**config.mk**
```make
export PLATFORM = sky130hd
export DESIGN_NAME = transfer_function_key_interpolator
export DESIGN_NICKNAME = d
export VERILOG_FILES = /design/src/hdl/tfki_pkg.sv /design/src/hdl/tfki_front.sv /design/src/hdl/tfki_div.sv /design/src/hdl/tfki_back.sv /design/src/hdl/transfer_function_key_interpolator.sv
export VERILOG_INCLUDE_DIRS = /design/src /design/src/hdl
export SDC_FILE = /design/constraint.sdc
export NUM_CORES = 2
export LEC_CHECK = 0
export ABC_AREA = 1
export BUFFER_PORTS_ARGS = -buffer_cell sky130_fd_sc_hd__buf_4
export CORE_ASPECT_RATIO = 0.9
export CORE_MARGIN = 5
export CORE_UTILIZATION = 40
export CTS_CLUSTER_SIZE = 12
export DETAILED_ROUTE_END_ITERATION = 8
export GPL_TIMING_DRIVEN = 0
export PLACE_DENSITY_LB_ADDON = 0.3
export SLEW_MARGIN = 25
export SYNTH_ARGS = -nofsm -noshare
export SYNTH_HDL_FRONTEND = slang
export SYNTH_HIERARCHICAL = 1
export SYNTH_SLANG_ARGS = --single-unit
```
**constraint.sdc**
```tcl
create_clock -name clock -period 16.3 [get_ports clock]
set_input_delay 0.815 -clock clock [delete_from_list [all_inputs] [get_ports clock]]
set_output_delay 0.815 -clock clock [all_outputs]
set_load 0.03 [all_outputs]
```
**src/hdl/transfer_function_key_interpolator_assert.svh**
```systemverilog
// assertion macros for the transfer function key interpolator
`ifndef TRANSFER_FUNCTION_KEY_INTERPOLATOR_ASSERT_SVH
`define TRANSFER_FUNCTION_KEY_INTERPOLATOR_ASSERT_SVH

// same-cycle implication
`define TFKI_ASSERT_SAME(label, ante, cons) \
   label: assert property (@(posedge clock) disable iff (reset) (ante) |-> (cons)) \
      else $error("tfki assertion failed");

// next-cycle implication
`define TFKI_ASSERT_NEXT(label, ante, cons) \
   label: assert property (@(posedge clock) disable iff (reset) (ante) |=> (cons)) \
      else $error("tfki assertion failed");

`endif

```
**src/hdl/tfki_pkg.sv**
```systemverilog
// types, constants and helpers shared by the transfer function key interpolator
`default_nettype none
package tfki_pkg;

   typedef struct packed {
      logic        mode;
      logic [2:0]  key_slot;
      logic [16:0] key_level;
      logic [7:0]  left_red;
      logic [7:0]  left_green;
      logic [7:0]  left_blue;
      logic [7:0]  left_alpha;
      logic [7:0]  right_red;
      logic [7:0]  right_green;
      logic [7:0]  right_blue;
      logic [7:0]  right_alpha;
      logic [11:0] entry_index;
   } req_item_type;

   typedef struct packed {
      logic [11:0] entry_echo;
      logic [7:0]  red;
      logic [7:0]  green;
      logic [7:0]  blue;
      logic [7:0]  alpha;
   } rsp_item_type;

   typedef struct packed {
      logic [3:0]  key_count;
      logic [12:0] table_size;
      logic [16:0] left_threshold;
      logic [16:0] right_threshold;
   } csr_type;

   localparam logic [1:0] CSR_KEY_COUNT       = 2'd0;
   localparam logic [1:0] CSR_TABLE_SIZE      = 2'd1;
   localparam logic [1:0] CSR_LEFT_THRESHOLD  = 2'd2;
   localparam logic [1:0] CSR_RIGHT_THRESHOLD = 2'd3;

   localparam logic [3:0]  KEY_COUNT_RESET       = 4'd1;
   localparam logic [12:0] TABLE_SIZE_RESET      = 13'd256;
   localparam logic [16:0] LEFT_THRESHOLD_RESET  = 17'd0;
   localparam logic [16:0] RIGHT_THRESHOLD_RESET = 17'd65536;

   localparam logic MODE_KEY    = 1'b0;
   localparam logic MODE_LOOKUP = 1'b1;

   // queue between front and back
   localparam int Q_DEPTH = 2;

   typedef struct packed {
      logic        is_key;
      logic [2:0]  slot;
      logic [16:0] level;
      logic [31:0] left_color;
      logic [31:0] right_color;
      logic [11:0] index;
      logic        in_band;
   } qentry_type;

   typedef struct packed {
      logic       stage_valid;
      logic       q_full;
      logic [1:0] q_count;
   } front_status_type;

   typedef struct packed {
      logic active;
      logic pop;
   } back_status_type;

   localparam int DIVIDEND_W = 33;
   localparam int DIVISOR_W  = 17;

   typedef struct packed {
      logic                  start;
      logic [DIVIDEND_W-1:0] dividend;
      logic [DIVISOR_W-1:0]  divisor;
   } div_req_type;

   typedef struct packed {
      logic                  done;
      logic [DIVIDEND_W-1:0] quotient;
   } div_rsp_type;

   function automatic logic [12:0] sat_size(input logic [12:0] ts, input int unsigned max_e);
      logic [12:0] r;
      if (32'(ts) > max_e) r = 13'(max_e);
      else r = ts;
      return r;
   endfunction

endpackage
`default_nettype wire

```
**src/hdl/tfki_front.sv**
```systemverilog
// front part: input stage, band classification and item queue
`default_nettype none
module tfki_front
   import tfki_pkg::*;
#(
   parameter int MAX_ENTRIES = 4096
) (
   input  wire logic             clock,
   input  wire logic             reset,
   input  wire logic             start,
   input  wire req_item_type     item,
   input  wire csr_type          csr,
   input  wire logic             pop,
   output logic                  busy,
   output qentry_type            head,
   output logic                  head_valid,
   output front_status_type      status
);
   localparam int QPTR_W = (Q_DEPTH > 1) ? $clog2(Q_DEPTH) : 1;

   req_item_type stage_ff;
   logic         stage_valid_ff, stage_valid_in;
   logic [13:0]  front_lim_ff, back_lim_ff;
   logic [12:0]  size_ff;
   qentry_type   qmem_ff [Q_DEPTH];
   logic [QPTR_W-1:0] wptr_ff, wptr_in, rptr_ff, rptr_in;
   logic [1:0]   count_ff, count_in;

   logic [12:0] size;
   logic [29:0] lt_prod, rt_prod;
   logic [29:0] lt_round, rt_round;
   logic        q_full, push, accept, in_band;
   qentry_type  entry;

   assign size     = sat_size(csr.table_size, MAX_ENTRIES);
   assign lt_prod  = 30'(csr.left_threshold) * 30'(size);
   assign rt_prod  = 30'(csr.right_threshold) * 30'(size);
   assign lt_round = lt_prod + 30'd32768;
   assign rt_round = rt_prod + 30'd32768;

   assign q_full = (count_ff == 2'(Q_DEPTH));
   assign push   = stage_valid_ff && !q_full;
   assign busy   = stage_valid_ff && q_full;
   assign accept = start && !busy;

   assign in_band = ({2'b0, stage_ff.entry_index} >= front_lim_ff)
                 && ({2'b0, stage_ff.entry_index} < back_lim_ff)
                 && ({1'b0, stage_ff.entry_index} < size_ff);

   always_comb begin
      entry.is_key      = (stage_ff.mode == MODE_KEY);
      entry.slot        = stage_ff.key_slot;
      entry.level       = stage_ff.key_level;
      entry.left_color  = {stage_ff.left_alpha, stage_ff.left_blue,
                           stage_ff.left_green, stage_ff.left_red};
      entry.right_color = {stage_ff.right_alpha, stage_ff.right_blue,
                           stage_ff.right_green, stage_ff.right_red};
      entry.index       = stage_ff.entry_index;
      entry.in_band     = in_band;
   end

   always_comb begin
      stage_valid_in = accept || busy;
      wptr_in  = push ? wptr_ff + 1'b1 : wptr_ff;
      rptr_in  = pop ? rptr_ff + 1'b1 : rptr_ff;
      count_in = count_ff + {1'b0, push} - {1'b0, pop};
   end

   always_ff @(posedge clock) begin
      front_lim_ff <= lt_round[29:16];
      back_lim_ff  <= rt_round[29:16];
      size_ff      <= size;
      if (accept) begin
         stage_ff <= item;
      end
      if (push) begin
         qmem_ff[wptr_ff] <= entry;
      end
      if (reset) begin
         stage_valid_ff <= 1'b0;
         wptr_ff        <= '0;
         rptr_ff        <= '0;
         count_ff       <= '0;
      end else begin
         stage_valid_ff <= stage_valid_in;
         wptr_ff        <= wptr_in;
         rptr_ff        <= rptr_in;
         count_ff       <= count_in;
      end
   end

   assign head       = qmem_ff[rptr_ff];
   assign head_valid = (count_ff != 2'd0);

   assign status.stage_valid = stage_valid_ff;
   assign status.q_full      = q_full;
   assign status.q_count     = count_ff;
endmodule
`default_nettype wire

```
**src/hdl/tfki_div.sv**
```systemverilog
// shared restoring divider, one quotient bit per cycle
`default_nettype none
module tfki_div
   import tfki_pkg::*;
(
   input  wire logic        clock,
   input  wire logic        reset,
   input  wire div_req_type req,
   output div_rsp_type      rsp
);
   localparam int CNT_W = $clog2(DIVIDEND_W + 1);

   logic                  busy_ff, busy_in;
   logic                  done_ff, done_in;
   logic [CNT_W-1:0]      count_ff, count_in;
   logic [DIVIDEND_W-1:0] quo_ff, quo_in;
   logic [DIVISOR_W-1:0]  rem_ff, rem_in;
   logic [DIVISOR_W-1:0]  div_ff, div_in;

   logic [DIVISOR_W:0] trial, diff;
   logic               fits;

   assign trial = {rem_ff, quo_ff[DIVIDEND_W-1]};
   assign diff  = trial - {1'b0, div_ff};
   assign fits  = (trial >= {1'b0, div_ff});

   always_comb begin
      busy_in  = busy_ff;
      done_in  = 1'b0;
      count_in = count_ff;
      quo_in   = quo_ff;
      rem_in   = rem_ff;
      div_in   = div_ff;
      if (req.start) begin
         busy_in  = 1'b1;
         count_in = CNT_W'(DIVIDEND_W);
         quo_in   = req.dividend;
         rem_in   = '0;
         div_in   = req.divisor;
      end else if (busy_ff) begin
         rem_in   = fits ? diff[DIVISOR_W-1:0] : trial[DIVISOR_W-1:0];
         quo_in   = {quo_ff[DIVIDEND_W-2:0], fits};
         count_in = count_ff - 1'b1;
         if (count_ff == CNT_W'(1)) begin
            busy_in = 1'b0;
            done_in = 1'b1;
         end
      end
   end

   always_ff @(posedge clock) begin
      count_ff <= count_in;
      quo_ff   <= quo_in;
      rem_ff   <= rem_in;
      div_ff   <= div_in;
      if (reset) begin
         busy_ff <= 1'b0;
         done_ff <= 1'b0;
      end else begin
         busy_ff <= busy_in;
         done_ff <= done_in;
      end
   end

   assign rsp.done     = done_ff;
   assign rsp.quotient = quo_ff;
endmodule
`default_nettype wire

```
**src/hdl/tfki_back.sv**
```systemverilog
// back part: key store, key scan and color interpolation sequencer
`default_nettype none
module tfki_back
   import tfki_pkg::*;
#(
   parameter int MAX_KEYS    = 8,
   parameter int MAX_ENTRIES = 4096
) (
   input  wire logic        clock,
   input  wire logic        reset,
   input  wire csr_type     csr,
   input  wire qentry_type  head,
   input  wire logic        head_valid,
   input  wire div_rsp_type div_rsp,
   output div_req_type      div_req,
   output back_status_type  status,
   output logic             rsp_valid,
   output rsp_item_type     rsp_item
);
   localparam int KW = (MAX_KEYS > 1) ? $clog2(MAX_KEYS) : 1;
   localparam int NW = $clog2(MAX_KEYS + 1);

   typedef enum logic [2:0] {
      ST_IDLE,
      ST_DIV_V,
      ST_READ,
      ST_CMP,
      ST_DIV_F,
      ST_MIX
   } state_type;

   state_type    state_ff, state_in;
   logic [11:0]  x_ff, x_in;
   logic [16:0]  v_ff, v_in;
   logic [KW-1:0] k_ff, k_in;
   logic [16:0]  prev_int_ff, prev_int_in;
   logic [31:0]  prev_rc_ff, prev_rc_in;
   logic [31:0]  b_ff, b_in;
   logic [16:0]  f_ff, f_in;
   logic [1:0]   ch_ff, ch_in;
   logic [31:0]  acc_ff, acc_in;
   div_req_type  div_req_ff, div_req_in;
   logic         rsp_valid_ff, rsp_valid_in;
   rsp_item_type rsp_item_ff, rsp_item_in;

   logic [16:0] int_mem [MAX_KEYS];
   logic [31:0] lc_mem [MAX_KEYS];
   logic [31:0] rc_mem [MAX_KEYS];
   logic [16:0] rd_int_ff;
   logic [31:0] rd_lc_ff, rd_rc_ff;

   logic [12:0]   size;
   logic [NW-1:0] n_eff;
   logic          pop, wr_en;
   logic [KW-1:0] wr_addr;
   logic [7:0]    ca, cb, chan;
   logic [25:0]   mix;
   logic [31:0]   color;
   logic          finish;

   assign size = sat_size(csr.table_size, MAX_ENTRIES);

   always_comb begin
      if (csr.key_count == 4'd0) n_eff = NW'(1);
      else if (32'(csr.key_count) > MAX_KEYS) n_eff = NW'(MAX_KEYS);
      else n_eff = NW'(csr.key_count);
   end

   assign pop     = (state_ff == ST_IDLE) && head_valid;
   assign wr_en   = pop && head.is_key && (32'(head.slot) < MAX_KEYS);
   assign wr_addr = KW'(head.slot);

   assign ca   = prev_rc_ff[8*ch_ff +: 8];
   assign cb   = b_ff[8*ch_ff +: 8];
   assign mix  = 26'(ca) * 26'(17'h10000 - f_ff) + 26'(cb) * 26'(f_ff) + 26'd32768;
   assign chan = mix[23:16];

   always_ff @(posedge clock) begin
      if (wr_en) begin
         int_mem[wr_addr] <= head.level;
         lc_mem[wr_addr]  <= head.left_color;
         rc_mem[wr_addr]  <= head.right_color;
      end
      rd_int_ff <= int_mem[k_ff];
      rd_lc_ff  <= lc_mem[k_ff];
      rd_rc_ff  <= rc_mem[k_ff];
   end

   always_comb begin
      state_in     = state_ff;
      x_in         = x_ff;
      v_in         = v_ff;
      k_in         = k_ff;
      prev_int_in  = prev_int_ff;
      prev_rc_in   = prev_rc_ff;
      b_in         = b_ff;
      f_in         = f_ff;
      ch_in        = ch_ff;
      acc_in       = acc_ff;
      div_req_in   = div_req_ff;
      div_req_in.start = 1'b0;
      rsp_valid_in = 1'b0;
      rsp_item_in  = rsp_item_ff;
      finish       = 1'b0;
      color        = '0;
      case (state_ff)
         ST_IDLE: begin
            if (pop && !head.is_key) begin
               x_in = head.index;
               if (!head.in_band) begin
                  finish = 1'b1;
               end else if (size == 13'd1) begin
                  v_in     = '0;
                  k_in     = '0;
                  state_in = ST_READ;
               end else begin
                  div_req_in.start    = 1'b1;
                  div_req_in.dividend = {5'b0, head.index, 16'b0};
                  div_req_in.divisor  = {4'b0, size - 13'd1};
                  state_in            = ST_DIV_V;
               end
            end
         end
         ST_DIV_V: begin
            if (div_rsp.done) begin
               v_in     = div_rsp.quotient[16:0];
               k_in     = '0;
               state_in = ST_READ;
            end
         end
         ST_READ: begin
            state_in = ST_CMP;
         end
         ST_CMP: begin
            if (v_ff > rd_int_ff) begin
               if (NW'(k_ff) + NW'(1) < n_eff) begin
                  prev_int_in = rd_int_ff;
                  prev_rc_in  = rd_rc_ff;
                  k_in        = k_ff + 1'b1;
                  state_in    = ST_READ;
               end else begin
                  color  = rd_rc_ff;
                  finish = 1'b1;
               end
            end else if (k_ff == '0) begin
               color  = rd_lc_ff;
               finish = 1'b1;
            end else begin
               b_in                = rd_lc_ff;
               div_req_in.start    = 1'b1;
               div_req_in.dividend = {v_ff - prev_int_ff, 16'b0};
               div_req_in.divisor  = rd_int_ff - prev_int_ff;
               state_in            = ST_DIV_F;
            end
         end
         ST_DIV_F: begin
            if (div_rsp.done) begin
               f_in     = div_rsp.quotient[16:0];
               ch_in    = '0;
               state_in = ST_MIX;
            end
         end
         ST_MIX: begin
            acc_in[8*ch_ff +: 8] = chan;
            ch_in = ch_ff + 2'd1;
            if (ch_ff == 2'd3) begin
               color  = {chan, acc_ff[23:0]};
               finish = 1'b1;
            end
         end
         default: begin
            state_in = ST_IDLE;
         end
      endcase
      if (finish) begin
         rsp_valid_in           = 1'b1;
         rsp_item_in.entry_echo = x_in;
         rsp_item_in.red        = color[7:0];
         rsp_item_in.green      = color[15:8];
         rsp_item_in.blue       = color[23:16];
         rsp_item_in.alpha      = color[31:24];
         state_in               = ST_IDLE;
      end
   end

   always_ff @(posedge clock) begin
      x_ff        <= x_in;
      v_ff        <= v_in;
      k_ff        <= k_in;
      prev_int_ff <= prev_int_in;
      prev_rc_ff  <= prev_rc_in;
      b_ff        <= b_in;
      f_ff        <= f_in;
      ch_ff       <= ch_in;
      acc_ff      <= acc_in;
      rsp_item_ff <= rsp_item_in;
      div_req_ff.dividend <= div_req_in.dividend;
      div_req_ff.divisor  <= div_req_in.divisor;
      if (reset) begin
         state_ff         <= ST_IDLE;
         rsp_valid_ff     <= 1'b0;
         div_req_ff.start <= 1'b0;
      end else begin
         state_ff         <= state_in;
         rsp_valid_ff     <= rsp_valid_in;
         div_req_ff.start <= div_req_in.start;
      end
   end

   assign div_req       = div_req_ff;
   assign rsp_valid     = rsp_valid_ff;
   assign rsp_item      = rsp_item_ff;
   assign status.active = (state_ff != ST_IDLE);
   assign status.pop    = pop;
endmodule
`default_nettype wire

```
**src/hdl/transfer_function_key_interpolator.sv**
```systemverilog
// top level of the transfer function key interpolator
// key write: stored when the back part pops it; out-of-band lookup: result registered on the pop
// in-band lookup: a divide for the position (none for a one-entry table), one store read per scanned
// key; between keys a fraction divide, then four channel mixes; both divides use the shared divider
// the back part handles one beat at a time; a two-entry queue lets start be taken meanwhile
// synchronous reset loads the register reset values and empties the queue; keys are not cleared
`default_nettype none
module transfer_function_key_interpolator
   import tfki_pkg::*;
#(
   parameter int MAX_KEYS    = 8,
   parameter int MAX_ENTRIES = 4096
) (
   input  wire logic         clock,
   input  wire logic         reset,
   input  wire logic         start,
   output logic              busy,
   input  wire req_item_type req_item,
   output logic              rsp_valid,
   output rsp_item_type      rsp_item,
   input  wire logic         psel,
   input  wire logic         penable,
   input  wire logic         pwrite,
   input  wire logic [3:0]   paddr,
   input  wire logic [31:0]  pwdata,
   output logic [31:0]       prdata,
   output logic              pready
);
   csr_type          csr_ff, csr_in;
   front_status_type front_stat;
   back_status_type  back_stat;
   qentry_type       head;
   logic             head_valid;
   div_req_type      div_req;
   div_rsp_type      div_rsp;
   logic             csr_write;

   assign pready    = 1'b1;
   assign csr_write = psel && penable && pwrite;

   always_comb begin
      csr_in = csr_ff;
      if (csr_write) begin
         case (paddr[3:2])
            CSR_KEY_COUNT:       csr_in.key_count       = pwdata[3:0];
            CSR_TABLE_SIZE:      csr_in.table_size      = pwdata[12:0];
            CSR_LEFT_THRESHOLD:  csr_in.left_threshold  = pwdata[16:0];
            CSR_RIGHT_THRESHOLD: csr_in.right_threshold = pwdata[16:0];
            default:             csr_in = csr_ff;
         endcase
      end
   end

   always_comb begin
      case (paddr[3:2])
         CSR_KEY_COUNT:       prdata = {28'b0, csr_ff.key_count};
         CSR_TABLE_SIZE:      prdata = {19'b0, csr_ff.table_size};
         CSR_LEFT_THRESHOLD:  prdata = {15'b0, csr_ff.left_threshold};
         CSR_RIGHT_THRESHOLD: prdata = {15'b0, csr_ff.right_threshold};
         default:             prdata = '0;
      endcase
   end

   always_ff @(posedge clock) begin
      if (reset) begin
         csr_ff.key_count       <= KEY_COUNT_RESET;
         csr_ff.table_size      <= TABLE_SIZE_RESET;
         csr_ff.left_threshold  <= LEFT_THRESHOLD_RESET;
         csr_ff.right_threshold <= RIGHT_THRESHOLD_RESET;
      end else begin
         csr_ff <= csr_in;
      end
   end

   tfki_front #(
      .MAX_ENTRIES(MAX_ENTRIES)
   ) u_front (
      .clock      (clock),
      .reset      (reset),
      .start      (start),
      .item       (req_item),
      .csr        (csr_ff),
      .pop        (back_stat.pop),
      .busy       (busy),
      .head       (head),
      .head_valid (head_valid),
      .status     (front_stat)
   );

   tfki_div u_div (
      .clock (clock),
      .reset (reset),
      .req   (div_req),
      .rsp   (div_rsp)
   );

   tfki_back #(
      .MAX_KEYS    (MAX_KEYS),
      .MAX_ENTRIES (MAX_ENTRIES)
   ) u_back (
      .clock      (clock),
      .reset      (reset),
      .csr        (csr_ff),
      .head       (head),
      .head_valid (head_valid),
      .div_rsp    (div_rsp),
      .div_req    (div_req),
      .status     (back_stat),
      .rsp_valid  (rsp_valid),
      .rsp_item   (rsp_item)
   );

`include "transfer_function_key_interpolator_assert.svh"

   `TFKI_ASSERT_NEXT(a_accept_fills_stage, start && !busy, front_stat.stage_valid)
   `TFKI_ASSERT_SAME(a_queue_bound, 1'b1, front_stat.q_count <= 2'(Q_DEPTH))
   `TFKI_ASSERT_SAME(a_back_starts_from_queue, $rose(back_stat.active), $past(front_stat.q_count) != 2'd0)
   `TFKI_ASSERT_SAME(a_result_leaves_idle, rsp_valid, !back_stat.active)

endmodule
`default_nettype wire

```
==> metrics.md <==
| Metric | Value |
|---|---|
| Starting DRT DRC Count | 5,054 |
| Static Leak | 38.5 nW |
| Net Sw Power | 0.00273 W |
| Skew final | 61.5 ps |
| Grt total ovfl | 0 |
| Clk pwr share | 0.353 |
| First-pass GRT wire length | 345,000 um |
| Critical path endpoint category | flop |
| Register area | 0.0408 mm^2 |
| H-tree levels | 4 |
| Tmin final | 8760 ps |
| GP Congestion | 0.953 |
| Wirelength per Cell | 20.8 um |
| Row count | 157 |
| Met3 wire len | 19,100 um |
| Total GRT Usage | 0.213 |
| Sw Share | 0.282 |
| Maximum VDD drop | 0.108 mV |
| Met1 Wirelength | 99,200 um |
| Die height | 438 um |
| Hold Vio Cnt, Final | 0 |
| Critical path class | flop to flop |
| Syn. warnings | 6 |
| Synth Cell Area | 0.0812 mm^2 |
| Vias in the first global route | 56,500 |
| Type of the worst min-delay path | input pin to flop |
| Final ANT Viol Nets | 0 |
| Deepest clock path buffer count | 3 |
| P per Cell Area | 105 mW/mm^2 |
| Layout Utilization | 0.456 |
| Clock latency at the later pin of the worst-skew pair | 800 ps |
| Vias per inst | 5.15 |
| Postcts setup bufs | 0 |
| Initial antenna violation count | 12 |
| # nets final | 9,299 |
| Sequential cell fraction of total power | 0.477 |
| Clock net sink count | 1,434 |
| Post-DP HPWL | 177,000 um |
| Crit path DAT | 9260 ps |
| Mean Syn Cell Area | 10.5 um^2 |
| Footprint of the multi-input gates | 0.0348 mm^2 |
| Layout Cells excl Fill | 11,000 |
| IO Port Bufs | 184 |
| Synthesized instance count | 7,734 |
| Setup violations, final | 0 |
| Via Count | 56,800 |
| Synthesis-to-finish area growth | 13.8% |
| Core Region | 0.203 mm^2 |
| Int Power | 0.00695 W |
| Crit path max fanout | 10 |
| Drt drc | 0 |
| IO Pins | 218 |
| Root Buffer | clkbuf_16 |
| Initial core utilization | 0.401 |
| Largest net degree at the start of global routing | 67 |
| Cells after DPL | 10,800 |
| Critical path launch point type | flop |
| Slew @ Worst Pin | 1120 ps |
| Status | complete, no violations |
| Chip width | 485 um |
| Worst EP required | 16,800 ps |
| Final Slew Violations | 0 |
| RSZ-0062 raised after global routing | false |
| CTS clk-pin slew, worst paths | 60 ps |
| Die ar. | 0.212 mm^2 |
| Final Cycle Share | 0.537 |
| CTS buffer count | 153 |
| Hold-fix buffers, CTS | 0 |
| Routed wire length | 229,000 um |
| Share of layout cells above drive strength 1 | 0.103 |
| Maxcap violations | 0 |
| Slew margin rel. | 0.250 |
| Setup_tns | 0 ps |
| Post-CTS resize count | 0 |
| DRT Pass-1 Iters | 6 |
| Max Clock Freq | 0.114 GHz |
| Comb pwr share | 0.170 |
| Top sig layer | met4 |
| Fillers | 18,900 |
| Met2 wire len | 103,000 um |
| CTS tree | yes |
## power by group through the flow
stage | logic (W) | registers (W) | clock network (W)
2_1_floorplan | 0.000970 | 0.00470 | 0
3_3_place_gp | 0.00152 | 0.00475 | 0
3_5_place_dp | 0.00164 | 0.00469 | 0
6_report | 0.00165 | 0.00461 | 0.00341
4_1_cts | 0.00165 | 0.00461 | 0.00349
5_1_grt | 0.00180 | 0.00463 | 0.00364
## flip-flops by register name, summed over array words and instances (netlist names), 24 cells and up, named ones only
name and count:
u_back/rd_rc_ff 32, u_back/rc_mem 256, u_front/qmem_ff 196, u_div/quo_ff 33
u_back/lc_mem 256, u_back/b_ff 32, u_front/entry 96, u_back/rsp_item 44
csr_ff 51, u_back/prev_rc_ff 32, u_back/rd_lc_ff 32, u_back/div_req 35
u_back/acc_ff 24, u_back/int_mem 136
## per-layer routing
layer,GRT usage,vias to the layer above
met1,0.305,28000
li1,-,26200
met2,0.331,2288
met3,0.0356,360
met4,0.0731,0
met5,0,-
## worst max-delay path, stage by stage, from the launching register on
cell and delay [ps]:
edfxtp_1 570, inv_1 190, clkbuf_1 420, ha_1 290, nand3_2 150, nor2_4 240
nand2_1 130, nor3_2 170, xor2_1 630, nor2_1 150, fa_1 540, inv_1 60
fa_1 500, fa_1 520, inv_1 50, fa_1 480, fa_1 540, inv_1 50
fa_1 530, inv_1 40, ha_1 390, nand2_1 130, nor4_1 520, nand3_1 330
nand3_1 190, nand2_1 180, o211ai_1 480
## cells in the final DEF (no fill, tap or decap), types with 98 or more instances in the layout
master,instances
nand3_1,229
inv_1,1092
o21ai_0,417
nor2_1,1233
a21oi_1,166
buf_4,294
fa_1,564
edfxtp_1,1213
ha_1,394
clkbuf_16,155
mux2_2,98
clkbuf_1,241
dfxtp_1,221
nand2_1,1189
## final timing paths
check	startpoint	to	slack, ps	cells after the start
setup / recovery	u_back/f_ff[0]	u_back/rsp_item[5]	7540	26
hold / removal	req_item[92]	u_front/entry[93]	190	1
setup reg to reg	u_back/f_ff[0]	u_back/rsp_item[5]	7540	26
hold reg to reg	u_back/div_req[0]	u_div/div_ff[0]	420	0
## metrics by stage
stage	instance area (um^2)	total power, W	setup slack [ps]	hold slack (ps)
floorplan	81400	0.00566	8730	400
global placement	86100	0.00628	2070	403
detailed placement	87400	0.00633	7630	407
CTS	92400	0.00975	7580	123
global route	92400	0.0101	7150	134
finish	92400	0.00967	7540	185
## cell type report
| type | count | share of cell area |
|---|---|---|
| clock buffer | 228 | 0.0463 |
| tap | 2703 | 0.0366 |
| antenna | 8 | 0.000217 |
| clock inverter | 46 | 0.00769 |
| multi-input combinational | 4885 | 0.376 |
| timing repair buffer | 284 | 0.0279 |
| sequential | 1434 | 0.442 |
| buffer | 319 | 0.0170 |
| inverter | 1125 | 0.0458 |
Note: power is estimated with default switching activity, not from simulation.
